===== src/sv/tak_pkg.sv =====
// Package for the tilt angle Kalman fusion block: types, constants and the microprogram.
package tak_pkg;

  localparam logic signed [31:0] OneQ30   = 32'sd1073741824;
  localparam logic signed [31:0] Deg360   = 32'sd23592960;
  localparam logic signed [31:0] SatMax   = 32'sh7fffffff;
  localparam logic signed [31:0] SatMin   = 32'sh80000000;
  localparam int unsigned        PcW      = 6;
  localparam logic [PcW-1:0]     PcKalman = 6'd0;
  localparam logic [PcW-1:0]     PcCompl  = 6'd32;
  localparam logic [PcW-1:0]     PcLast   = 6'd37;

  localparam logic [2:0] RegMode = 3'd0;
  localparam logic [2:0] RegQa   = 3'd1;
  localparam logic [2:0] RegQg   = 3'd2;
  localparam logic [2:0] RegMr   = 3'd3;
  localparam logic [2:0] RegT    = 3'd4;
  localparam logic [2:0] RegW    = 3'd5;

  typedef enum logic [2:0] {
    OP_ADD, OP_SUB, OP_MUL, OP_DIV, OP_WRHI, OP_WRLO
  } op_e;

  typedef enum logic [4:0] {
    O_ANGLE, O_BIAS, O_RATE, O_P00, O_P01, O_P10, O_P11, O_ACCEL, O_GYRO,
    O_ERR, O_E, O_K0, O_K1, O_D0, O_D1, O_TMP,
    O_QA, O_QG, O_MR, O_T, O_W, O_ONE, O_ZERO, O_DEG360
  } opnd_e;

  typedef enum logic [1:0] {ST_IDLE, ST_RUN, ST_DIVW, ST_DONE} state_e;

  typedef struct packed {
    op_e   op;
    opnd_e a;
    opnd_e b;
    opnd_e dst;
    logic  last;
  } uinstr_t;

  function automatic uinstr_t ucode(input logic [PcW-1:0] pc);
    uinstr_t u;
    u = '{OP_ADD, O_ZERO, O_ZERO, O_TMP, 1'b1};
    unique case (pc)
      // Kalman: predict
      6'd0:  u = '{OP_SUB, O_GYRO,  O_BIAS, O_RATE,  1'b0};
      6'd1:  u = '{OP_MUL, O_RATE,  O_T,    O_TMP,   1'b0};
      6'd2:  u = '{OP_ADD, O_ANGLE, O_TMP,  O_ANGLE, 1'b0};
      6'd3:  u = '{OP_SUB, O_QA,    O_P01,  O_D0,    1'b0};
      6'd4:  u = '{OP_SUB, O_D0,    O_P10,  O_D0,    1'b0};
      6'd5:  u = '{OP_SUB, O_ZERO,  O_P11,  O_D1,    1'b0};
      6'd6:  u = '{OP_MUL, O_D0,    O_T,    O_TMP,   1'b0};
      6'd7:  u = '{OP_ADD, O_P00,   O_TMP,  O_P00,   1'b0};
      6'd8:  u = '{OP_MUL, O_D1,    O_T,    O_TMP,   1'b0};
      6'd9:  u = '{OP_ADD, O_P01,   O_TMP,  O_P01,   1'b0};
      6'd10: u = '{OP_ADD, O_P10,   O_TMP,  O_P10,   1'b0};
      6'd11: u = '{OP_MUL, O_QG,    O_T,    O_TMP,   1'b0};
      6'd12: u = '{OP_ADD, O_P11,   O_TMP,  O_P11,   1'b0};
      // gains
      6'd13: u = '{OP_SUB, O_ACCEL, O_ANGLE, O_ERR,  1'b0};
      6'd14: u = '{OP_ADD, O_MR,    O_P00,  O_E,     1'b0};
      6'd15: u = '{OP_DIV, O_P00,   O_E,    O_K0,    1'b0};
      6'd16: u = '{OP_DIV, O_P10,   O_E,    O_K1,    1'b0};
      // covariance correction: rows using old P00/P01 go first
      6'd17: u = '{OP_MUL, O_K1,    O_P00,  O_TMP,   1'b0};
      6'd18: u = '{OP_SUB, O_P10,   O_TMP,  O_P10,   1'b0};
      6'd19: u = '{OP_MUL, O_K1,    O_P01,  O_TMP,   1'b0};
      6'd20: u = '{OP_SUB, O_P11,   O_TMP,  O_P11,   1'b0};
      6'd21: u = '{OP_MUL, O_K0,    O_P01,  O_TMP,   1'b0};
      6'd22: u = '{OP_SUB, O_P01,   O_TMP,  O_P01,   1'b0};
      6'd23: u = '{OP_MUL, O_K0,    O_P00,  O_TMP,   1'b0};
      6'd24: u = '{OP_SUB, O_P00,   O_TMP,  O_P00,   1'b0};
      // state correction and wrap
      6'd25: u = '{OP_MUL, O_ERR,   O_K0,   O_TMP,   1'b0};
      6'd26: u = '{OP_ADD, O_ANGLE, O_TMP,  O_ANGLE, 1'b0};
      6'd27: u = '{OP_MUL, O_ERR,   O_K1,   O_TMP,   1'b0};
      6'd28: u = '{OP_ADD, O_BIAS,  O_TMP,  O_BIAS,  1'b0};
      6'd29: u = '{OP_SUB, O_GYRO,  O_BIAS, O_RATE,  1'b0};
      6'd30: u = '{OP_WRHI, O_ANGLE, O_ZERO, O_ANGLE, 1'b0};
      6'd31: u = '{OP_WRLO, O_ANGLE, O_ZERO, O_ANGLE, 1'b1};
      // complementary blend
      6'd32: u = '{OP_MUL, O_GYRO,  O_T,    O_TMP,   1'b0};
      6'd33: u = '{OP_ADD, O_ANGLE, O_TMP,  O_TMP,   1'b0};
      6'd34: u = '{OP_SUB, O_ONE,   O_W,    O_D1,    1'b0};
      6'd35: u = '{OP_MUL, O_D1,    O_TMP,  O_D1,    1'b0};
      6'd36: u = '{OP_MUL, O_W,     O_ACCEL, O_TMP,  1'b0};
      6'd37: u = '{OP_ADD, O_TMP,   O_D1,   O_ANGLE, 1'b1};
      default: u = '{OP_ADD, O_ZERO, O_ZERO, O_TMP, 1'b1};
    endcase
    return u;
  endfunction

endpackage


===== src/sv/tak_alu.sv =====
// Shared saturating add, subtract, Q2.30 multiply and angle wrap unit.
module tak_alu (
  input  tak_pkg::op_e        op_i,
  input  logic signed [31:0]  a_i,
  input  logic signed [31:0]  b_i,
  output logic signed [31:0]  res_o
);
  import tak_pkg::*;

  logic signed [63:0] prod;
  logic signed [64:0] prod_rnd;
  logic signed [64:0] prod_sh;
  logic signed [32:0] sum;
  logic signed [31:0] mul_sat;

  always_comb begin
    prod     = a_i * b_i;
    prod_rnd = {prod[63], prod} + 65'sd536870912;
    prod_sh  = prod_rnd >>> 30;
    if (prod_sh > 65'sd2147483647) mul_sat = SatMax;
    else if (prod_sh < -65'sd2147483648) mul_sat = SatMin;
    else mul_sat = prod_sh[31:0];

    if (op_i == OP_SUB) sum = {a_i[31], a_i} - {b_i[31], b_i};
    else sum = {a_i[31], a_i} + {b_i[31], b_i};

    unique case (op_i)
      OP_ADD, OP_SUB: begin
        if (sum[32] != sum[31]) res_o = sum[32] ? SatMin : SatMax;
        else res_o = sum[31:0];
      end
      OP_MUL:  res_o = mul_sat;
      OP_WRHI: res_o = (a_i > Deg360) ? a_i - Deg360 : a_i;
      OP_WRLO: res_o = (a_i < 0) ? a_i + Deg360 : a_i;
      default: res_o = '0;
    endcase
  end

endmodule


===== src/sv/tak_div.sv =====
// Radix-2 restoring divider for the gain (num * 2^30) / den with saturation.
module tak_div (
  input  logic               clk_i,
  input  logic               rst_ni,
  input  logic               start_i,
  input  logic signed [31:0] num_i,
  input  logic signed [31:0] den_i,
  output logic               done_o,
  output logic signed [31:0] quot_o
);
  import tak_pkg::*;

  localparam int unsigned DivBits = 62;
  localparam int unsigned CntW    = $clog2(DivBits + 1);

  logic [DivBits-1:0] dvd_q, dvd_d;
  logic [31:0]        rem_q, rem_d, dvs_q;
  logic [CntW-1:0]    cnt_q;
  logic               busy_q, neg_q, zero_q, done_q;
  logic signed [31:0] quot_q;
  logic [32:0]        trial;
  logic               qbit;
  logic [31:0]        num_mag, den_mag;

  assign num_mag = num_i[31] ? 32'(-num_i) : 32'(num_i);
  assign den_mag = den_i[31] ? 32'(-den_i) : 32'(den_i);

  always_comb begin
    trial = {rem_q, dvd_q[DivBits-1]};
    qbit  = trial >= {1'b0, dvs_q};
    rem_d = qbit ? 32'(trial - {1'b0, dvs_q}) : trial[31:0];
    dvd_d = {dvd_q[DivBits-2:0], qbit};
  end

  always_ff @(posedge clk_i or negedge rst_ni) begin
    if (!rst_ni) begin
      busy_q <= 1'b0;
      done_q <= 1'b0;
      cnt_q  <= '0;
    end else begin
      done_q <= 1'b0;
      if (start_i) begin
        busy_q <= 1'b1;
        cnt_q  <= CntW'(DivBits);
      end else if (busy_q) begin
        if (cnt_q == '0) begin
          busy_q <= 1'b0;
          done_q <= 1'b1;
        end else begin
          cnt_q <= cnt_q - 1'b1;
        end
      end
    end
  end

  always_ff @(posedge clk_i) begin
    if (start_i) begin
      dvd_q  <= {num_mag, 30'b0};
      rem_q  <= '0;
      dvs_q  <= den_mag;
      neg_q  <= num_i[31] ^ den_i[31];
      zero_q <= (den_i == '0);
    end else if (busy_q) begin
      if (cnt_q == '0) begin
        if (zero_q) quot_q <= '0;
        else if (neg_q) quot_q <= (dvd_q > DivBits'(64'h80000000)) ? SatMin
                                                                   : 32'(-dvd_q[31:0]);
        else quot_q <= (dvd_q > DivBits'(64'h7fffffff)) ? SatMax : dvd_q[31:0];
      end else begin
        dvd_q <= dvd_d;
        rem_q <= rem_d;
      end
    end
  end

  assign done_o = done_q;
  assign quot_o = quot_q;

  assert property (@(posedge clk_i) disable iff (!rst_ni) start_i |-> !busy_q)
    else $error("divider restarted while busy");
  assert property (@(posedge clk_i) disable iff (!rst_ni) done_q |-> !busy_q)
    else $error("divider done while busy");
  assert property (@(posedge clk_i) disable iff (!rst_ni) start_i |=> busy_q)
    else $error("divider did not start");

endmodule


===== src/sv/tilt_angle_kalman_fusion.sv =====
// Top level: config registers, state registers, microsequencer and output register.
// Kalman item: 30 ALU steps, two gain divides and one output load.
// Complementary item: 6 ALU steps and one output load.
// No new request is taken until the result of the last one is loaded into the output register.
// The result register holds while stalled; a new request is taken meanwhile.
// Reset: asynchronous, active low; angle, bias and rate zero, covariance identity.
module tilt_angle_kalman_fusion (
  input  logic               clk_i,
  input  logic               rst_ni,
  input  logic               psel,
  input  logic               penable,
  input  logic               pwrite,
  input  logic [4:0]         paddr,
  input  logic [31:0]        pwdata,
  output logic [31:0]        prdata,
  output logic               pready,
  input  logic               in_valid_i,
  output logic               in_stall_o,
  input  logic signed [31:0] accel_angle_i,
  input  logic signed [31:0] gyro_rate_i,
  output logic               out_valid_o,
  input  logic               out_stall_i,
  output logic signed [31:0] angle_estimate_o,
  output logic signed [31:0] angle_rate_o
);
  import tak_pkg::*;

  logic        mode_q;
  logic [30:0] qa_q, qg_q, mr_q, w_q;
  logic [29:0] t_q;

  logic signed [31:0] angle_q, bias_q, rate_q, p00_q, p01_q, p10_q, p11_q;
  logic signed [31:0] accel_q, gyro_q, err_q, e_q, k0_q, k1_q, d0_q, d1_q, tmp_q;

  state_e         state_q, state_d;
  logic [PcW-1:0] pc_q, pc_d;
  uinstr_t        ui;
  logic signed [31:0] opa, opb, alu_res, wr_data, div_q;
  logic           wr_en, div_start, div_done, load_out, out_free, accept;
  logic           out_valid_q;

  assign pready = 1'b1;

  always_ff @(posedge clk_i or negedge rst_ni) begin
    if (!rst_ni) begin
      mode_q <= 1'b0;
      qa_q   <= 31'd1073742;
      qg_q   <= 31'd3221225;
      mr_q   <= 31'd536870912;
      t_q    <= 30'd5368709;
      w_q    <= 31'd21474836;
    end else if (psel && penable && pwrite) begin
      unique case (paddr[4:2])
        RegMode: mode_q <= pwdata[0];
        RegQa:   qa_q   <= pwdata[30:0];
        RegQg:   qg_q   <= pwdata[30:0];
        RegMr:   mr_q   <= pwdata[30:0];
        RegT:    t_q    <= pwdata[29:0];
        RegW:    w_q    <= pwdata[30:0];
        default: ;
      endcase
    end
  end

  always_comb begin
    unique case (paddr[4:2])
      RegMode: prdata = {31'b0, mode_q};
      RegQa:   prdata = {1'b0, qa_q};
      RegQg:   prdata = {1'b0, qg_q};
      RegMr:   prdata = {1'b0, mr_q};
      RegT:    prdata = {2'b0, t_q};
      RegW:    prdata = {1'b0, w_q};
      default: prdata = '0;
    endcase
  end

  function automatic logic signed [31:0] sel(input opnd_e o);
    unique case (o)
      O_ANGLE:  return angle_q;
      O_BIAS:   return bias_q;
      O_RATE:   return rate_q;
      O_P00:    return p00_q;
      O_P01:    return p01_q;
      O_P10:    return p10_q;
      O_P11:    return p11_q;
      O_ACCEL:  return accel_q;
      O_GYRO:   return gyro_q;
      O_ERR:    return err_q;
      O_E:      return e_q;
      O_K0:     return k0_q;
      O_K1:     return k1_q;
      O_D0:     return d0_q;
      O_D1:     return d1_q;
      O_TMP:    return tmp_q;
      O_QA:     return {1'b0, qa_q};
      O_QG:     return {1'b0, qg_q};
      O_MR:     return {1'b0, mr_q};
      O_T:      return {2'b0, t_q};
      O_W:      return {1'b0, w_q};
      O_ONE:    return OneQ30;
      O_DEG360: return Deg360;
      default:  return '0;
    endcase
  endfunction

  assign ui = ucode(pc_q);

  always_comb begin
    opa = sel(ui.a);
    opb = sel(ui.b);
  end

  tak_alu u_alu (
    .op_i  (ui.op),
    .a_i   (opa),
    .b_i   (opb),
    .res_o (alu_res)
  );

  tak_div u_div (
    .clk_i   (clk_i),
    .rst_ni  (rst_ni),
    .start_i (div_start),
    .num_i   (opa),
    .den_i   (opb),
    .done_o  (div_done),
    .quot_o  (div_q)
  );

  assign accept   = in_valid_i && !in_stall_o;
  assign out_free = !out_valid_q || !out_stall_i;

  always_comb begin
    state_d   = state_q;
    pc_d      = pc_q;
    wr_en     = 1'b0;
    wr_data   = alu_res;
    div_start = 1'b0;
    load_out  = 1'b0;
    unique case (state_q)
      ST_IDLE: begin
        if (in_valid_i) begin
          pc_d    = mode_q ? PcCompl : PcKalman;
          state_d = ST_RUN;
        end
      end
      ST_RUN: begin
        if (ui.op == OP_DIV) begin
          div_start = 1'b1;
          state_d   = ST_DIVW;
        end else begin
          wr_en = 1'b1;
          if (ui.last) begin
            state_d = ST_DONE;
          end else begin
            pc_d = pc_q + 1'b1;
          end
        end
      end
      ST_DIVW: begin
        if (div_done) begin
          wr_en   = 1'b1;
          wr_data = div_q;
          pc_d    = pc_q + 1'b1;
          state_d = ST_RUN;
        end
      end
      ST_DONE: begin
        if (out_free) begin
          load_out = 1'b1;
          state_d  = ST_IDLE;
        end
      end
      default: state_d = ST_IDLE;
    endcase
  end

  assign in_stall_o = (state_q != ST_IDLE);

  always_ff @(posedge clk_i or negedge rst_ni) begin
    if (!rst_ni) begin
      state_q     <= ST_IDLE;
      pc_q        <= '0;
      out_valid_q <= 1'b0;
      angle_q     <= '0;
      bias_q      <= '0;
      rate_q      <= '0;
      p00_q       <= OneQ30;
      p01_q       <= '0;
      p10_q       <= '0;
      p11_q       <= OneQ30;
    end else begin
      state_q <= state_d;
      pc_q    <= pc_d;
      if (load_out) out_valid_q <= 1'b1;
      else if (!out_stall_i) out_valid_q <= 1'b0;
      if (wr_en) begin
        case (ui.dst)
          O_ANGLE: angle_q <= wr_data;
          O_BIAS:  bias_q  <= wr_data;
          O_RATE:  rate_q  <= wr_data;
          O_P00:   p00_q   <= wr_data;
          O_P01:   p01_q   <= wr_data;
          O_P10:   p10_q   <= wr_data;
          O_P11:   p11_q   <= wr_data;
          default: ;
        endcase
      end
    end
  end

  always_ff @(posedge clk_i) begin
    if (accept) begin
      accel_q <= accel_angle_i;
      gyro_q  <= gyro_rate_i;
    end
    if (wr_en) begin
      case (ui.dst)
        O_ERR:   err_q <= wr_data;
        O_E:     e_q   <= wr_data;
        O_K0:    k0_q  <= wr_data;
        O_K1:    k1_q  <= wr_data;
        O_D0:    d0_q  <= wr_data;
        O_D1:    d1_q  <= wr_data;
        O_TMP:   tmp_q <= wr_data;
        default: ;
      endcase
    end
    if (load_out) begin
      angle_estimate_o <= angle_q;
      angle_rate_o     <= rate_q;
    end
  end

  assign out_valid_o = out_valid_q;

  assert property (@(posedge clk_i) disable iff (!rst_ni) accept |=> in_stall_o)
    else $error("request accepted but sequencer did not start");
  assert property (@(posedge clk_i) disable iff (!rst_ni) div_done |-> state_q == ST_DIVW)
    else $error("divider result arrived outside divide wait");
  assert property (@(posedge clk_i) disable iff (!rst_ni) state_q == ST_RUN |-> pc_q <= PcLast)
    else $error("microprogram counter out of range");
  assert property (@(posedge clk_i) disable iff (!rst_ni) load_out |=> out_valid_o)
    else $error("result load did not raise valid");

endmodule


===== config.mk =====
export PLATFORM = sky130hd
export DESIGN_NAME = tilt_angle_kalman_fusion
export DESIGN_NICKNAME = d
export VERILOG_FILES = /design/src/sv/tak_pkg.sv /design/src/sv/tak_alu.sv /design/src/sv/tak_div.sv /design/src/sv/tilt_angle_kalman_fusion.sv
export SDC_FILE = /design/constraint.sdc
export NUM_CORES = 2
export LEC_CHECK = 0
export BUFFER_PORTS_ARGS = -buffer_cell sky130_fd_sc_hd__buf_2
export CORE_MARGIN = 2
export CORE_UTILIZATION = 25
export DETAILED_ROUTE_END_ITERATION = 10
export MAX_ROUTING_LAYER = met4
export PLACE_DENSITY = 0.41
export SYNTH_ARGS = -nofsm -noshare
export SYNTH_HDL_FRONTEND = slang
export SYNTH_SLANG_ARGS = --single-unit

===== constraint.sdc =====
create_clock -name clk_i -period 24.6 [get_ports clk_i]
set_input_delay 2.46 -clock clk_i [delete_from_list [all_inputs] [get_ports clk_i]]
set_output_delay 2.46 -clock clk_i [all_outputs]
set_load 0.1 [all_outputs]

# Yosys cells after proc, flatten, opt, wreduce, memory -nomap -nowiden
# Memory sizes are Yosys's and may differ from the RTL's.
# Index checks and enable logic that the tools add are counted.
# word_totals
inputBits	108
register_bits	908
out_inout_bits	99
mem_bits_ro	1152
memories	1
elab_cells	236
# classes
order_cmp	7
n_bitwise	3
reduce_logical	44
multipliers	1
n_eq_ne	79
n_addsub	11
n_mux	52
# mem_list
memory	depth	width	read_ports	rd_clocked_by_memory_dff	write_ports	line	rtl
(name not given)	64	18	1	0	0	tak_pkg.sv:43	unique case (pc)
# op_table
op	count
$pmux W32 S23	2
$mux W32	13
$mux W62	3
$pmux W31 S6	1
$pmux W32 S4	1
$eq A5 B4 Y1 const B	23
$neg A32 Y32	3
$eq A5 B5 Y1 const B	14
$add A64 B31 Y65 const B	1
$mul A32 B32 Y64	1
$gt A62 B31 Y1 const B	1
$gt A62 B32 Y1 const B	1
$eq A5 B3 Y1 const B	11
$mux W6	8
$reduce_and A2 Y1	22
$gt A35 B32 Y1 const B	1
$lt A35 B32 Y1 const B	1
$add A32 B32 Y33	1
$ge A33 B32 Y1	1
$mux W33	1
$sub A32 B32 Y33	1
$add A32 B26 Y32 const B	1
$gt A32 B26 Y1 const B	1
$logic_not A32 Y1	1
other kinds (37)	83

# Depth between registers and ports, before layout
# An unclocked memory read counts as a cell.
# logic_depth
depth_word	11
mapped_depth	58
mapped_depth_nobuf	47

# Modules after synthesis
# A second synthesis with hierarchy kept.
# unflattened
hier_cells	9092
hier_area_um2	89341.9
# by_module_without_submodules
module	seq_area_each_um2	instances	area_each_um2	cells_per_inst
tak_alu	0.0	1	40674.0	4678
tilt_angle_kalman_fusion	20337.0	1	38011.5	3179
tak_div	4384.2	1	10656.5	1235

# Least setup slack after synthesis
# No wires, ideal clock.
# synth_timing
path_type	reg2reg
startpoint	register pc_q[0]
endpoint	register d0_q[29], data pin
period_less_slack_ns	13.815
arrival_ns	13.514
setup_time_ns	0.301
path_stages_with_launch	52
n_path_buf	12
required_time_ns	24.299
path_slack_ns	10.785
path_cell_list	dfrtp_1 -> clkbuf_1 -> clkbuf_1 -> inv_1 -> ha_1 -> mux2_2 -> a32oi_1 -> o21a_1 -> buf_4 -> buf_6 -> buf_2 -> buf_4 -> buf_2 -> buf_1 -> nand3_1 -> nand4_1 -> nor4_1 -> nand4_1 -> [... 16 more ...] -> inv_1 -> ha_1 -> and3_1 -> and4_1 -> a21oi_1 -> nand2_1 -> a211oi_1 -> nor2b_1 -> a21oi_1 -> and2_1 -> a31o_2 -> and3_1 -> a211o_1 -> o21ai_2 -> clkbuf_1 -> o221ai_1 -> o21ai_1 -> nand2_1
# synth_via
elab_chain_len	11
word_cells_on_any_way	76
classes_between	add/sub: 5; mul: 1; order compare: 4; eq/ne: 49; mux: 12; reduce/logical: 4; memory: 1
# synth_lines
element	line	rtl
start, declared	tilt_angle_kalman_fusion.sv:36	logic [PcW-1:0] pc_q, pc_d;
start signal, assigned	tilt_angle_kalman_fusion.sv:194	pc_q <= pc_d;
$mem_v2 Z64 W18 (*)	-	
$eq A5 B5 Y1, or another cell as far along	tilt_angle_kalman_fusion.sv:78	unique case (o)
$pmux W32 S23	tilt_angle_kalman_fusion.sv:78	
$mul A32 B32 Y64	tak_alu.sv:17	prod = a_i * b_i;
$add A64 B31 Y65	tak_alu.sv:18	prod_rnd = {prod[63], prod} + 65'sd536870912;
$lt A35 B32 Y1	tak_alu.sv:21	else if (prod_sh < -65'sd2147483648) mul_sat = SatMin;
$mux W32	tak_alu.sv:21	
$mux W32	tak_alu.sv:20	if (prod_sh > 65'sd2147483647) mul_sat = SatMax;
$pmux W32 S4 (*)	tak_alu.sv:27	unique case (op_i)
$mux W32	tilt_angle_kalman_fusion.sv:161	if (div_done) begin
$mux W32 (*)	tilt_angle_kalman_fusion.sv:140	unique case (state_q)
net wr_data[29]	tilt_angle_kalman_fusion.sv:38	logic signed [31:0] opa, opb, alu_res, wr_data, div_q;
end signal, assigned	tilt_angle_kalman_fusion.sv:223	O_D0: d0_q <= wr_data;
end, declared	tilt_angle_kalman_fusion.sv:33	logic signed [31:0] accel_q, gyro_q, err_q, e_q, k0_q, k1_q, d0_q, d1_q, tmp_q;
# The timed path passes the listed nets; every way through them passes the cells marked *.
# A chain may end at the register's enable or synchronous reset.

# Final worst setup path
# layout_timing
startpoint	register pc_q[1]
endpoint	register p01_q[7]
# layout_via
elab_chain_len	11
word_cells_on_any_way	81
classes_between	add/sub: 5; mul: 1; order compare: 4; eq/ne: 51; mux: 14; reduce/logical: 5; memory: 1
# layout_lines
element	line	rtl
$mem_v2 Z64 W18 (*)	-	
$eq A5 B5 Y1, or another cell as far along	tilt_angle_kalman_fusion.sv:78	
$pmux W32 S23	tilt_angle_kalman_fusion.sv:78	
$mul A32 B32 Y64	tak_alu.sv:17	
$add A64 B31 Y65	tak_alu.sv:18	
$lt A35 B32 Y1	tak_alu.sv:21	
$mux W32	tak_alu.sv:21	
$mux W32	tak_alu.sv:20	
$pmux W32 S4 (*)	tak_alu.sv:27	
$mux W32	tilt_angle_kalman_fusion.sv:161	
$mux W32 (*)	tilt_angle_kalman_fusion.sv:140	
net wr_data[7]	tilt_angle_kalman_fusion.sv:38	
end signal, assigned	tilt_angle_kalman_fusion.sv:203	O_P01: p01_q <= wr_data;
end, declared	tilt_angle_kalman_fusion.sv:32	logic signed [31:0] angle_q, bias_q, rate_q, p00_q, p01_q, p10_q, p11_q;
# Marked as above.

==> impl_results.md <==
* Mapped Cells at 9187
* Tcrit/Tclk final at 0.753
* Clk Latency, worst-skew pair at 0.92 ns
* Cell taking the most area after synthesis: fa_1
* Gp weighted congestion at 1.06
* IO Count at 207
* Top cell type's share of synthesized area at 0.250
* CP required at 25.41 ns
* Maxcap violations at 2
* Fin nets at 10800
* Max reg flops at 62
* Crit path kind: reg -> reg
* Slew Viols, Final at 2
* Yosys warnings at 0
* Initial antenna violation count at 64
* CTS-repair resized insts at 0
* DIE AREA at 355000 µm²
* WL/cell at 32.9 µm
* Fraction of layout cells with a size suffix above 1 at 0.141
* Routed Antenna Nets at 0
* RSZ-0062 raised after global routing: false
* CP endpoint: p01_q[7]$_DFFE_PN0P_
* Post-CTS Setup Inserts at 0
* DRC viols at 0
* Critical path peak fanout at 17
* I/O Buffers at 201
* Top reg by flops: u_div.dvd_q
* Clock-pin slew on the worst setup and hold paths at 0.06 ns
* FF-to-FF setup slack at 6.09 ns
* Worst R2R End: p01_q[7]$_DFFE_PN0P_
* Starting Density at 0.251
* Largest net degree at the start of global routing at 95
* Sequential share of the synthesized area at 0.283
* DP HPWL at 342000 µm
* Global-route wire length before repair at 635000 µm
* CP most frequent cell: fa_1
* Mean number of vias per cell at 5.42
* Cts hold-fix bufs at 0
* Startpoint types: flip-flop
* Synth cell types at 122
* Die height at 596 µm
* Status: complete, but fails checks
* Total GRT Usage at 0.264
* Cts bufs inserted at 115
* Depth of the CTS H-tree at 3
* Ranking of synthesized cells by area: fa_1 (25%), edfxtp_1 (15%), dfrtp_1 (10%)
* Max clock buf depth at 4
* Syn Nets at 10700
* Worst Setup End Kind: flip-flop
* Final-report setup violation count at 0
* Vias in the first global route at 76700
* CTS sink cnt at 908
* Critical-path top delay cell: nor2_1
* Number of flops mapped to enable cells by yosys at 450
* Leading register cell type out of synthesis: edfxtp_1
* Area of the mapped netlist at 87500 µm²
* Max Fclk at 0.0540 GHz
* Layout area overhead at 13.6%
* Worst Path Arrival at 19.32 ns
* Initial DRC count at 10100
* RR Startpoint: pc_q[1]$_DFFE_PN0P_
* Total Wirelength at 462000 µm
* Worst path max stage delay at 1.39 ns
* Core ar. at 349000 µm²
* Slew at the pin closest to its max-slew limit at 1.59 ns
* Cell Rows at 217
* Endpoints failing hold at 0
* Min Tclk post-route at 18.51 ns
* DIE WIDTH at 596 µm
* Total global routing overflow at 0
* Drt pass-1 iters at 9
* Worst r2r path cells at 41
* Failing checks: max-capacitance violations, max-slew violations
* HP Start: u_div.rem_q[1]$_SDFFE_PP0P_
* Synth async-reset ratio at 0.436
* Worst setup path start: pc_q[1]$_DFFE_PN0P_
* Yosys reg bits at 908
* Fin Setup TNS at 0 ns
* HP Class: reg -> reg
* Worst clock skew at 0.132 ns
* CTS tree: yes
* Vias at 76200
* Slew headroom at -0.0905
* Syn Area/Cell at 9.52 µm²
* Clock root buffer: clkbuf_16
==> critical path: cells and delay by family, from the launching register on <==
family / cells / cell delay (ns)
buffers and inverters: 10 / 2.33
AOI/OAI and AO/OA: 9 / 4.77
adders and majority gates: 10 / 5.22
DFF: 1 / 0.69
muxes: 1 / 0.33
and+or+nand+nor: 11 / 4.97
==> layout by cell type (no fill, tap or decap), types with 45 or more instances in the layout <==
cell          n
nor3_1       89
a31oi_1     144
dfstp_2      46
a21oi_1     291
nor2b_1      49
a22o_1       66
dfxtp_1      62
buf_4       352
nand3_1     187
mux2_2      234
xnor2_1     131
or2_2        67
buf_2       200
inv_1      1259
a221oi_1     53
a211oi_1     64
nor2_1      907
and3_1       85
nand4_1      84
xor2_1       53
edfxtp_1    450
diode_2      74
nand2_1    1091
ha_1        267
a21o_1       63
a221o_1      45
a22oi_1     181
mux2i_1     126
clkbuf_16   120
o21ai_0     237
dfrtp_1     349
fa_1       1091
==> logic make-up (layout without fill, tap and decap cells) <==
| kind of cell | count (synthesis) | after routing | share of synthesized area |
|---|---|---|---|
| buf+inv | 1838 | 2043 | 0.0815 |
| simple gates | 2904 | 2904 | 0.148 |
| mux | 385 | 385 | 0.0499 |
| compound gates | 1607 | 1607 | 0.132 |
| flops | 908 | 908 | 0.283 |
| xor+xnor | 184 | 184 | 0.0184 |
| fa+ha+maj | 1359 | 1359 | 0.288 |
| other cells | 2 | 76 | 0.0000859 |
==> cell usage after synthesis, types with 71 or more instances <==
master,n
clkbuf_1,401
buf_2,71
a21oi_1,294
ha_1,267
nand4_1,84
nor3_1,118
edfxtp_1,450
xnor2_1,131
nand3_1,192
nand2_1,1091
a22oi_1,181
inv_1,1261
a31oi_1,144
o21ai_0,237
and3_1,88
nor2_1,945
mux2_2,234
fa_1,1092
dfrtp_1,350
mux2i_1,126
==> metrics by stage <==
step	hold WS, ns	cells	setup slack, ns	util	instance area (µm²)
after floorplan	0.448	9187	10.79	-	87500
after global placement	0.458	13800	7.03	0.273	95400
after detailed placement	0.470	13800	6.91	0.273	95400
after CTS	0.481	14000	6.83	0.284	99200
after global routing	0.499	14000	5.86	0.285	99400
final	0.484	14100	6.09	0.285	99400
==> how the worst min path moves through the flow <==
stage	slack, ns	end	cells past startpoint
after floorplan	0.45	u_div.rem_q[1]$_SDFFE_PP0P_	2
after global placement	0.46	u_div.rem_q[1]$_SDFFE_PP0P_	2
after detailed placement	0.47	u_div.rem_q[18]$_SDFFE_PP0P_	2
after CTS	0.48	u_div.rem_q[18]$_SDFFE_PP0P_	2
after global routing	0.50	u_div.rem_q[1]$_SDFFE_PP0P_	2
final	0.48	u_div.rem_q[1]$_SDFFE_PP0P_	2
==> routing by layer <==
| metal | wire length, µm | global-route usage |
|---|---|---|
| met1 | 193000 | 0.343 |
| met2 | 200000 | 0.387 |
| met3 | 43200 | 0.0611 |
| met4 | 26400 | 0.130 |
| met5 | 0 | - |
==> final cells by class <==
class	instances	area, µm²
timing repair buffer	555	3690
inverter	1276	4790
antenna	74	185
tap	4599	5750
clock inverter	67	668
clock buffer	145	3170
multi-input combinational	6441	56400
fill	36700	249000
sequential	908	24700
Power is left out: the tool's default activity adds up to more than one toggle a clock period on the data nets, which glitch-free logic cannot reach.
